==> src/design/gb5_pkg.sv <==
// Shared types and constants for the 5x5 Gaussian blur stream.
package gb5_pkg;

  // Kernel geometry and pixel format
  localparam int KS          = 5;
  localparam int PIX_W       = 8;
  localparam int ROW_WORD_W  = (KS - 1) * PIX_W;  // four earlier rows per column
  localparam int WEIGHT_W    = 6;
  localparam int PSUM_W      = 15;                 // one weighted column, at most 27285
  localparam int SUM_W       = 17;                 // full window, at most 69615

  // Frame limits and configuration format
  localparam int DIM_W       = 11;
  localparam int ROW_W       = 10;
  localparam int MIN_DIM     = 5;
  localparam int MAX_HEIGHT  = 1024;
  localparam int CFG_IDX_W   = 1;
  localparam int DIM_RESET   = 512;

  // floor(s / 273) == (s * RECIP) >> RECIP_SHIFT for every s below 123817
  localparam int RECIP_W     = 17;
  localparam logic [RECIP_W-1:0] RECIP = 17'd122911;
  localparam int RECIP_SHIFT = 25;
  localparam int PROD_W      = SUM_W + RECIP_W;

  typedef logic [WEIGHT_W-1:0] weight_t;
  typedef logic [PIX_W-1:0] pix_t;
  // element 0 is the oldest row of the column, element KS-1 the newest pixel
  typedef logic [0:KS-1][PIX_W-1:0] column_t;

  localparam weight_t KERNEL_W [KS][KS] = '{
    '{6'd1, 6'd4,  6'd7,  6'd4,  6'd1},
    '{6'd4, 6'd16, 6'd26, 6'd16, 6'd4},
    '{6'd7, 6'd26, 6'd41, 6'd26, 6'd7},
    '{6'd4, 6'd16, 6'd26, 6'd16, 6'd4},
    '{6'd1, 6'd4,  6'd7,  6'd4,  6'd1}
  };

  typedef enum logic {
    CMD_PIXEL = 1'b0,
    CMD_FLUSH = 1'b1
  } cmd_e;

  typedef enum logic [CFG_IDX_W-1:0] {
    CFG_LINE_WIDTH   = 1'b0,
    CFG_FRAME_HEIGHT = 1'b1
  } cfg_idx_e;

  // Per-cycle controls broadcast to every window cell
  typedef struct packed {
    logic shift;     // take the neighbor's column
    logic load_sum;  // register the weighted column sum
  } cell_ctrl_t;

endpackage

==> src/design/gb5_cell.sv <==
// One window column: holds five pixels, passes them left, sums them weighted.
module gb5_cell #(
  parameter int COL = 0
) (
  input  logic                        clk_i,
  input  logic                        rst_ni,
  input  gb5_pkg::cell_ctrl_t         ctrl_i,
  input  gb5_pkg::column_t            col_i,
  output gb5_pkg::column_t            col_o,
  output logic [gb5_pkg::PSUM_W-1:0]  psum_o
);

  gb5_pkg::column_t            col_q;
  logic [gb5_pkg::PSUM_W-1:0]  psum_d, psum_q;

  // Column shift register
  always_ff @(posedge clk_i or negedge rst_ni) begin
    if (!rst_ni) begin
      col_q <= '0;
    end else if (ctrl_i.shift) begin
      col_q <= col_i;
    end
  end

  // Weighted column sum with this column's kernel weights
  always_comb begin
    psum_d = '0;
    for (int i = 0; i < gb5_pkg::KS; i++) begin
      psum_d = psum_d + gb5_pkg::PSUM_W'(gb5_pkg::KERNEL_W[i][COL])
                      * gb5_pkg::PSUM_W'(col_q[i]);
    end
  end

  always_ff @(posedge clk_i) begin
    if (ctrl_i.load_sum) begin
      psum_q <= psum_d;
    end
  end

  assign col_o  = col_q;
  assign psum_o = psum_q;

endmodule
==> config.mk <==
export PLATFORM = sky130hd
export DESIGN_NAME = gb5_cell
export DESIGN_NICKNAME = d
export VERILOG_FILES = /design/src/design/gb5_pkg.sv /design/src/design/gb5_cell.sv
export SDC_FILE = /design/constraint.sdc
export NUM_CORES = 1
export LEC_CHECK = 0
export BUFFER_PORTS_ARGS = -buffer_cell sky130_fd_sc_hd__buf_2
export CAP_MARGIN = 30
export CORE_ASPECT_RATIO = 0.5
export CORE_MARGIN = 8
export CORE_UTILIZATION = 51
export CTS_CLUSTER_DIAMETER = 100
export DETAILED_ROUTE_END_ITERATION = 10
export PLACE_DENSITY = 0.79
export SYNTH_ARGS = -nofsm -noshare
export SYNTH_HDL_FRONTEND = slang
export SYNTH_SLANG_ARGS = --single-unit
==> constraint.sdc <==
create_clock -name clk_i -period 5.45 [get_ports clk_i]
set_input_delay 0.8175 -clock clk_i [delete_from_list [all_inputs] [get_ports clk_i]]
set_output_delay 0.8175 -clock clk_i [all_outputs]
set_load 0.05 [all_outputs]
==> results of run 1 <==
## state kept, by name, summed over array words and instances (netlist names)
signal and cells:
col_o 40, psum_o 13
## layer usage
layer	up-vias	track usage (%)
met1	1063	19.07
met3	2	4.227
met5	-	0
met2	59	25.62
met4	0	2.679
li1	1053	-
## layout by cell type (no fill, tap or decap), drive strengths merged, types with 8 or more instances in the layout
| master | Yosys | layout |
|---|---|---|
| buf | 5 | 97 |
| inv | 65 | 65 |
| dfrtp | 40 | 40 |
| fa | 36 | 36 |
| ha | 23 | 23 |
| mux2 | 22 | 22 |
| nand2 | 20 | 20 |
| o21ai | 20 | 20 |
| edfxtp | 13 | 13 |
| clkbuf | 3 | 8 |
## where the power goes
part           internal, W  switching [W]  total [W]
logic             0.000630        0.00103    0.00166
registers         0.000573      0.0000326   0.000606
clock network     0.000184       0.000138   0.000321
## per-stage QoR
| stage | total power [W] | util [%] | area (um2) | setup slack [ns] | hold slack (ns) |
|---|---|---|---|---|---|
| after detailed placement | 0.002267 | 62.47 | 3861 | 1.109 | 0.5235 |
| after floorplan | 0.001897 | - | 3312 | 0.9457 | 0.5219 |
| final | 0.002589 | 65.16 | 4028 | 1.081 | 0.5411 |
| after global routing | 0.002810 | 65.16 | 4028 | 0.8932 | 0.5530 |
| after CTS | 0.002599 | 64.84 | 4008 | 1.089 | 0.5397 |
| after global placement | 0.002191 | 62.47 | 3861 | 1.229 | 0.5159 |
## cell families (layout without fill, tap and decap cells)
| group | Yosys count | in the layout |
|---|---|---|
| AOI/OAI and AO/OA | 35 | 35 |
| xor gates and xnor gates | 7 | 7 |
| adders and majority gates | 59 | 59 |
| buffers and inverters | 73 | 170 |
| DFF | 53 | 53 |
| muxes | 22 | 22 |
| other | 1 | 2 |
| and+or+nand+nor | 26 | 26 |
## worst max-delay path: stages, from the launching register on
cell and delay (ns):
dfrtp_1 0.41, inv_1 0.10, fa_1 0.53, inv_1 0.05, fa_1 0.50, fa_1 0.55, inv_1 0.05, fa_1 0.49
inv_1 0.05, ha_1 0.22, fa_1 0.43, a211oi_1 0.35, o21bai_1 0.12, a21oi_1 0.19, xnor2_1 0.08
## worst min path at each step
stage / cells after the start / endpoint / slack, ns / startpoint
after floorplan: 0 / col_o[0] / 0.52 / rst_ni
after global placement: 1 / col_o[26] / 0.52 / col_o[26]
after global routing: 1 / col_o[24] / 0.55 / col_o[24]
final: 1 / col_o[14] / 0.54 / col_o[14]
after detailed placement: 1 / col_o[26] / 0.52 / col_o[26]
after CTS: 1 / col_o[24] / 0.54 / col_o[24]
## cell type report
class	count	area (um2)
fillers	477	2153
multi-input cells	151	1635
flip-flops and latches	53	1391
repair buffers	97	500.5
inverters	65	244.0
clock buffers	8	146.4
well taps	88	110.1
==> out/qor.txt, run 1 <==
main flop type after synthesis = dfrtp_1
VDD IR-drop max = 0.0003869 V
Syn. warnings = 0
synthesized instance count = 276
vias = 2,177
main combinational cell family by area after synthesis = adder cells
CORE AREA = 6181 um2
Cell Count, Final, Fillers Out = 462
Adder-Cell Fraction of Synth Area = 30.48%
Clock Pin Slew Worst Setup and Hold Paths = 0.07 ns
Synth top cells by count = 65 x inv_1, 40 x dfrtp_1, 36 x fa_1
CP Data Arrival Time = 4.41 ns
final worst path period share = 80.16%
post-synthesis compound-gate area fraction = 6.203%
Antenna diodes = 0
syn avg cell area = 11.99 um2
die footprint = 9476 um2
Setup Skew = 0.007900 ns
initial core utilization = 53.52%
GPL Wtd Cong = 0.7724
global-route wire length before repair = 11,270 um
gr usage total = 15.08%
R2R depth = 14
Synth async-reset ratio = 75.47%
Tightest Pin Transition = 0.9226 ns
die height = 72.95 um
Post-CTS Hold Fix Bufs = 0
dpl cells = 453
Port Buffers = 96
wirelength, routed = 6908 um
Rel. slew slack = 38.49%
leakage power = 2.099 nW
CTS sink count = 53
number of synthesized flops with an enable pin = 13
RSZ-0062 raised after global routing = false
CTS tree = done
crit path kind = reg -> reg
cell area after synthesis = 3308 um2
max-cap violation count = 0
H-Tree Depth = 2
post-synth top area cell = dfrtp_1
simple-gate share of the synthesized area = 3.177%
post-CTS sizing = 0
I/O pin cnt = 99
GRT overflow = 0
met2 WL = 3404 um
Final Setup Violations = 0
Worst-Skew Late Latency = 0.29 ns
crit path from = col_o[17]
Clock Path Buffers = 2
Min Clock Period, post-route = 4.369 ns
DR WL/cell = 14.95 um
number of buffers created by CTS = 5
DP Wirelength = 5699 um
DR iter-0 viols = 103
FF-to-FF setup slack = 1.08 ns
Hold Vio Cnt, Final = 0
vias in the first global route = 2,363
max-slew violation count = 0
Yosys reg bits = 53
top-count cell post-synth = inv_1
Netlist cell types = 26
top cells by area, synth = dfrtp_1 30%, fa_1 22%, edfxtp_1 12%
antenna violations before repair = 0
RR Endpoint = psum_o[9]
Post-Synth XOR/XNOR Area = 1.853%
r2r startpoint = col_o[17]
sequential fraction of the synthesis area = 42.06%
Yosys top cell area share = 30.26%
Die X = 129.9 um
mux cell area share after synthesis = 7.489%
CP Launch Type = flip-flop
row count = 20
Crit. End Element = flip-flop
status = complete, no violations
fmax = 228.9 MHz
worst setup path endpoint = psum_o[9]
Root Buffer = clkbuf_16
CP Data Required Time = 5.49 ns
Post-CTS Setup Repair Bufs = 0
Setup TNS Final = 0 ns
met3 wire len = 372 um
DR vias/cell = 4.712
CP max FO = 4
pin count of the biggest net entering global routing = 59
P&R area growth vs syn = 21.75%
pwr/cell area = 642.9 nW/um2
Met1 Wirelength = 3097 um
post-route ant nets = 0
drc violations = 0
Layout Nets = 476
Hold Path Class = reg -> reg
layout cells sized above 1 = 32.62%
Max Used Layer = met4
First-pass DRT Iterations = 4
Note: power is estimated with default switching activity, not from simulation.
==> run 2, diff against run 1 <==
ABC_AREA = 1   (was unset)
CORE_UTILIZATION = 47   (was 51)
PLACE_DENSITY = 0.76   (was 0.79)
clock period = 3.6 ns   (was 5.45 ns; I/O delays follow)
==> run 2 against run 1 <==
Compared with the run above: critical path depth up 2; the run now ends with setup timing left; synthesized area up 3.4%; synthesized cell count up 13%; non-clock buffer count up 15; die area up 10%; flip-flop and latch count unchanged; highest routed layer unchanged; combinational power up 89%.
==> out/qor.txt, run 2 <==
status = complete, but fails checks
global-route wire length before repair = 12,370 um (+9.8%)
main flop type after synthesis = dfrtp_1
Hold Path Class = in -> async
Worst-Skew Late Latency = 0.29 ns (about the same)
CTS sink count = 53 (unchanged)
Min Clock Period, post-route = 3.716 ns (-0.6529 ns)
top-count cell post-synth = inv_1
Post-CTS Hold Fix Bufs = 0 (unchanged)
layout cells sized above 1 = 45.18% (+13 points)
wirelength, routed = 7066 um (+2.3%)
Clock Pin Slew Worst Setup and Hold Paths = 0.07 ns (about the same)
max-slew violation count = 0 (unchanged)
CTS tree = done
Netlist cell types = 22 (-15%)
post-route ant nets = 0 (unchanged)
top cells by area, synth = dfrtp_1 29%, fa_1 21%, edfxtp_1 11%
pin count of the biggest net entering global routing = 59 (unchanged)
Tightest Pin Transition = 0.9068 ns (-0.01579 ns)
Layout Nets = 527 (+11%)
CP Data Arrival Time = 3.77 ns (-0.64 ns)
Crit-path slowest cell = fa_1
DP Wirelength = 5630 um (-1.2%)
Yosys reg bits = 53 (unchanged)
GRT overflow = 0 (unchanged)
I/O pin cnt = 99 (unchanged)
CP Data Required Time = 3.65 ns (-1.84 ns)
RSZ-0062 raised after global routing = true
Largest stage delay, worst path = 0.54 ns (about the same)
Antenna diodes = 0 (unchanged)
number of synthesized flops with an enable pin = 13 (unchanged)
number of buffers created by CTS = 5 (unchanged)
Cell Chain, Critical Path = inv_2 > fa_1 > inv_2 > fa_1 > fa_1 > inv_1 > fa_1 > inv_1 > ha_2 > fa_2 > nand2_2 > nand2_2 > nand3b_1 > nand2_1 > nand2_1 > nand2_1
H-Tree Depth = 2 (unchanged)
max reg flops = 40 (unchanged)
Synth async-reset ratio = 75.47% (unchanged)
GPL Wtd Cong = 0.7605 (-1.5%)
sequential fraction of the synthesis area = 40.69% (-1.4 points)
gr usage total = 14.77% (-0.31 points)
post-synth top area cell = dfrtp_1
First-pass DRT Iterations = 4 (unchanged)
Worst Slack Setup Final = -0.1160 ns (-1.197 ns)
CORE AREA = 7184 um2 (+16%)
syn avg cell area = 10.96 um2 (-8.6%)
Root Buffer = clkbuf_16
initial core utilization = 47.60% (-5.9 points)
Setup Skew = 0.004820 ns (-0.003080 ns)
Yosys top cell area share = 29.27% (-0.99 points)
die footprint = 10,430 um2 (+10%)
Hold Vio Cnt, Final = 0 (unchanged)
pwr/cell area = 1043 nW/um2 (+62%)
leakage power = 2.269 nW (+8.1%)
cell area after synthesis = 3420 um2 (+3.4%)
vias = 2,293 (+5.3%)
max-cap violation count = 0 (unchanged)
DR iter-0 viols = 99 (-3.9%)
CP Launch Type = flip-flop
final worst path period share = 103.2% (+23 points)
Pwr Total = 0.004520 W (+75%)
die height = 76.32 um (+4.6%)
CP max FO = 3 (-1)
Rel. slew slack = 39.54% (+1.1 points)
commonest non-fill, non-tap cell in the layout = buf_2
DR vias/cell = 4.401 (-6.6%)
fmax = 269.1 MHz (+18%)
row count = 22 (+10%)
CP most frequent cell = fa_1
vias in the first global route = 2,583 (+9.3%)
Die X = 136.6 um (+5.2%)
crit path kind = reg -> reg
antenna violations before repair = 0 (unchanged)
Clock Path Buffers = 2 (unchanged)
DR WL/cell = 13.56 um (-9.3%)
Port Buffers = 96 (unchanged)
violated checks = setup timing
drc violations = 0 (unchanged)
Syn. warnings = 0 (unchanged)
Synth top cells by count = 79 x inv_1, 52 x nand2_1, 40 x dfrtp_1
P&R area growth vs syn = 26.75%
synthesized instance count = 312 (+13%)
VDD IR-drop max = 0.0005899 V (+52%)
Final Setup Violations = 4 (+4)
Crit. End Element = flip-flop
commonest non-fill, non-tap cells in the layout = 96 x buf_2, 63 x inv_1, 47 x nand2_1
Post-Place Setup Slack = -0.1161 ns (-1.225 ns)
## run 2: path summary, 6_finish.rpt
kind / cells past startpoint / start / slack, ns / endpoint
max: 16 / col_o[18] / -0.12 / psum_o[9]
min: 1 / rst_ni / 0.38 / col_o[37]
max reg2reg: 16 / col_o[18] / -0.12 / psum_o[9]
min reg2reg: 1 / col_o[32] / 0.54 / col_o[32]
max in group asynchronous: 1 / rst_ni / 2.60 / col_o[21]
min in group clk_i: 3 / col_i[35] / 0.45 / col_o[35]
## run 2: critical path: cells and delay by family (launching register included)
| family | cells | cell delay [ns] |
|---|---|---|
| adder cells (fa/ha/maj) | 6 | 2.50 |
| AND/OR/NAND/NOR | 6 | 0.43 |
| flip-flops | 1 | 0.37 |
| buffers and inverters | 4 | 0.18 |
## run 2: cell families (layout without fill, tap and decap cells)
| kind of cell | after synthesis | after routing | share of synthesized area [%] |
|---|---|---|---|
| buffers and inverters | 87 | 199 | 10.76 |
| AND/OR/NAND/NOR | 66 | 66 | 7.867 |
| adder cells (fa/ha/maj) | 59 | 59 | 29.49 |
| flip-flops | 53 | 53 | 40.69 |
| multiplexers | 22 | 22 | 7.245 |
| AO/OA/AOI/OAI | 21 | 21 | 3.074 |
| XOR/XNOR | 3 | 3 | 0.7685 |
| other | 1 | 2 | 0.1097 |
## run 2: where the power goes
group	internal (W)	switching (W)
Combinational	0.00127	0.00187
Clock	0.000255	0.000212
Sequential	0.000861	0.0000506
## run 2: timing repair
item	in CTS	in global routing
gates resized for setup	2	13
setup buffers	3	3
setup endpoints to repair	7	8
pin swaps	7	7
## run 2: metal layers
metal  GRT usage (%)  share of wire (%)  wire length [um]  vias to the layer above
li1                -                  -                 -                     1160
met1           19.33                 47              3333                     1066
met2           23.11                 45              3178                       60
met3           4.474                6.6               469                        7
met4           4.244                1.2                85                        0
met5               0                  0                 0                        -
## run 2: per-stage QoR
| stage | setup TNS [ns] | utilization [%] | instance area, um2 | hold slack, ns | std cells |
|---|---|---|---|---|---|
| final | -0.2882 | 60.33 | 4334 | 0.3784 | 521 |
| after global routing | -1.320 | 60.33 | 4334 | 0.4459 | 521 |
| after CTS | -0.2397 | 59.37 | 4265 | 0.4073 | 517 |
| after detailed placement | -0.2376 | 57.00 | 4095 | 0.5265 | 506 |
| after global placement | -0.08333 | 57.00 | 4095 | 0.5216 | 506 |
| after floorplan | -0.5301 | - | 3498 | 0.2444 | 313 |
## run 2: area by class of cell
cell class,count,area (um2)
clock buffers,5,125.1
clock inverters,3,17.52
fillers,604,2850
inverters,79,304.0
multi-input cells,173,1738
flip-flops and latches,53,1413
well taps,96,120.1
repair buffers,112,616.8
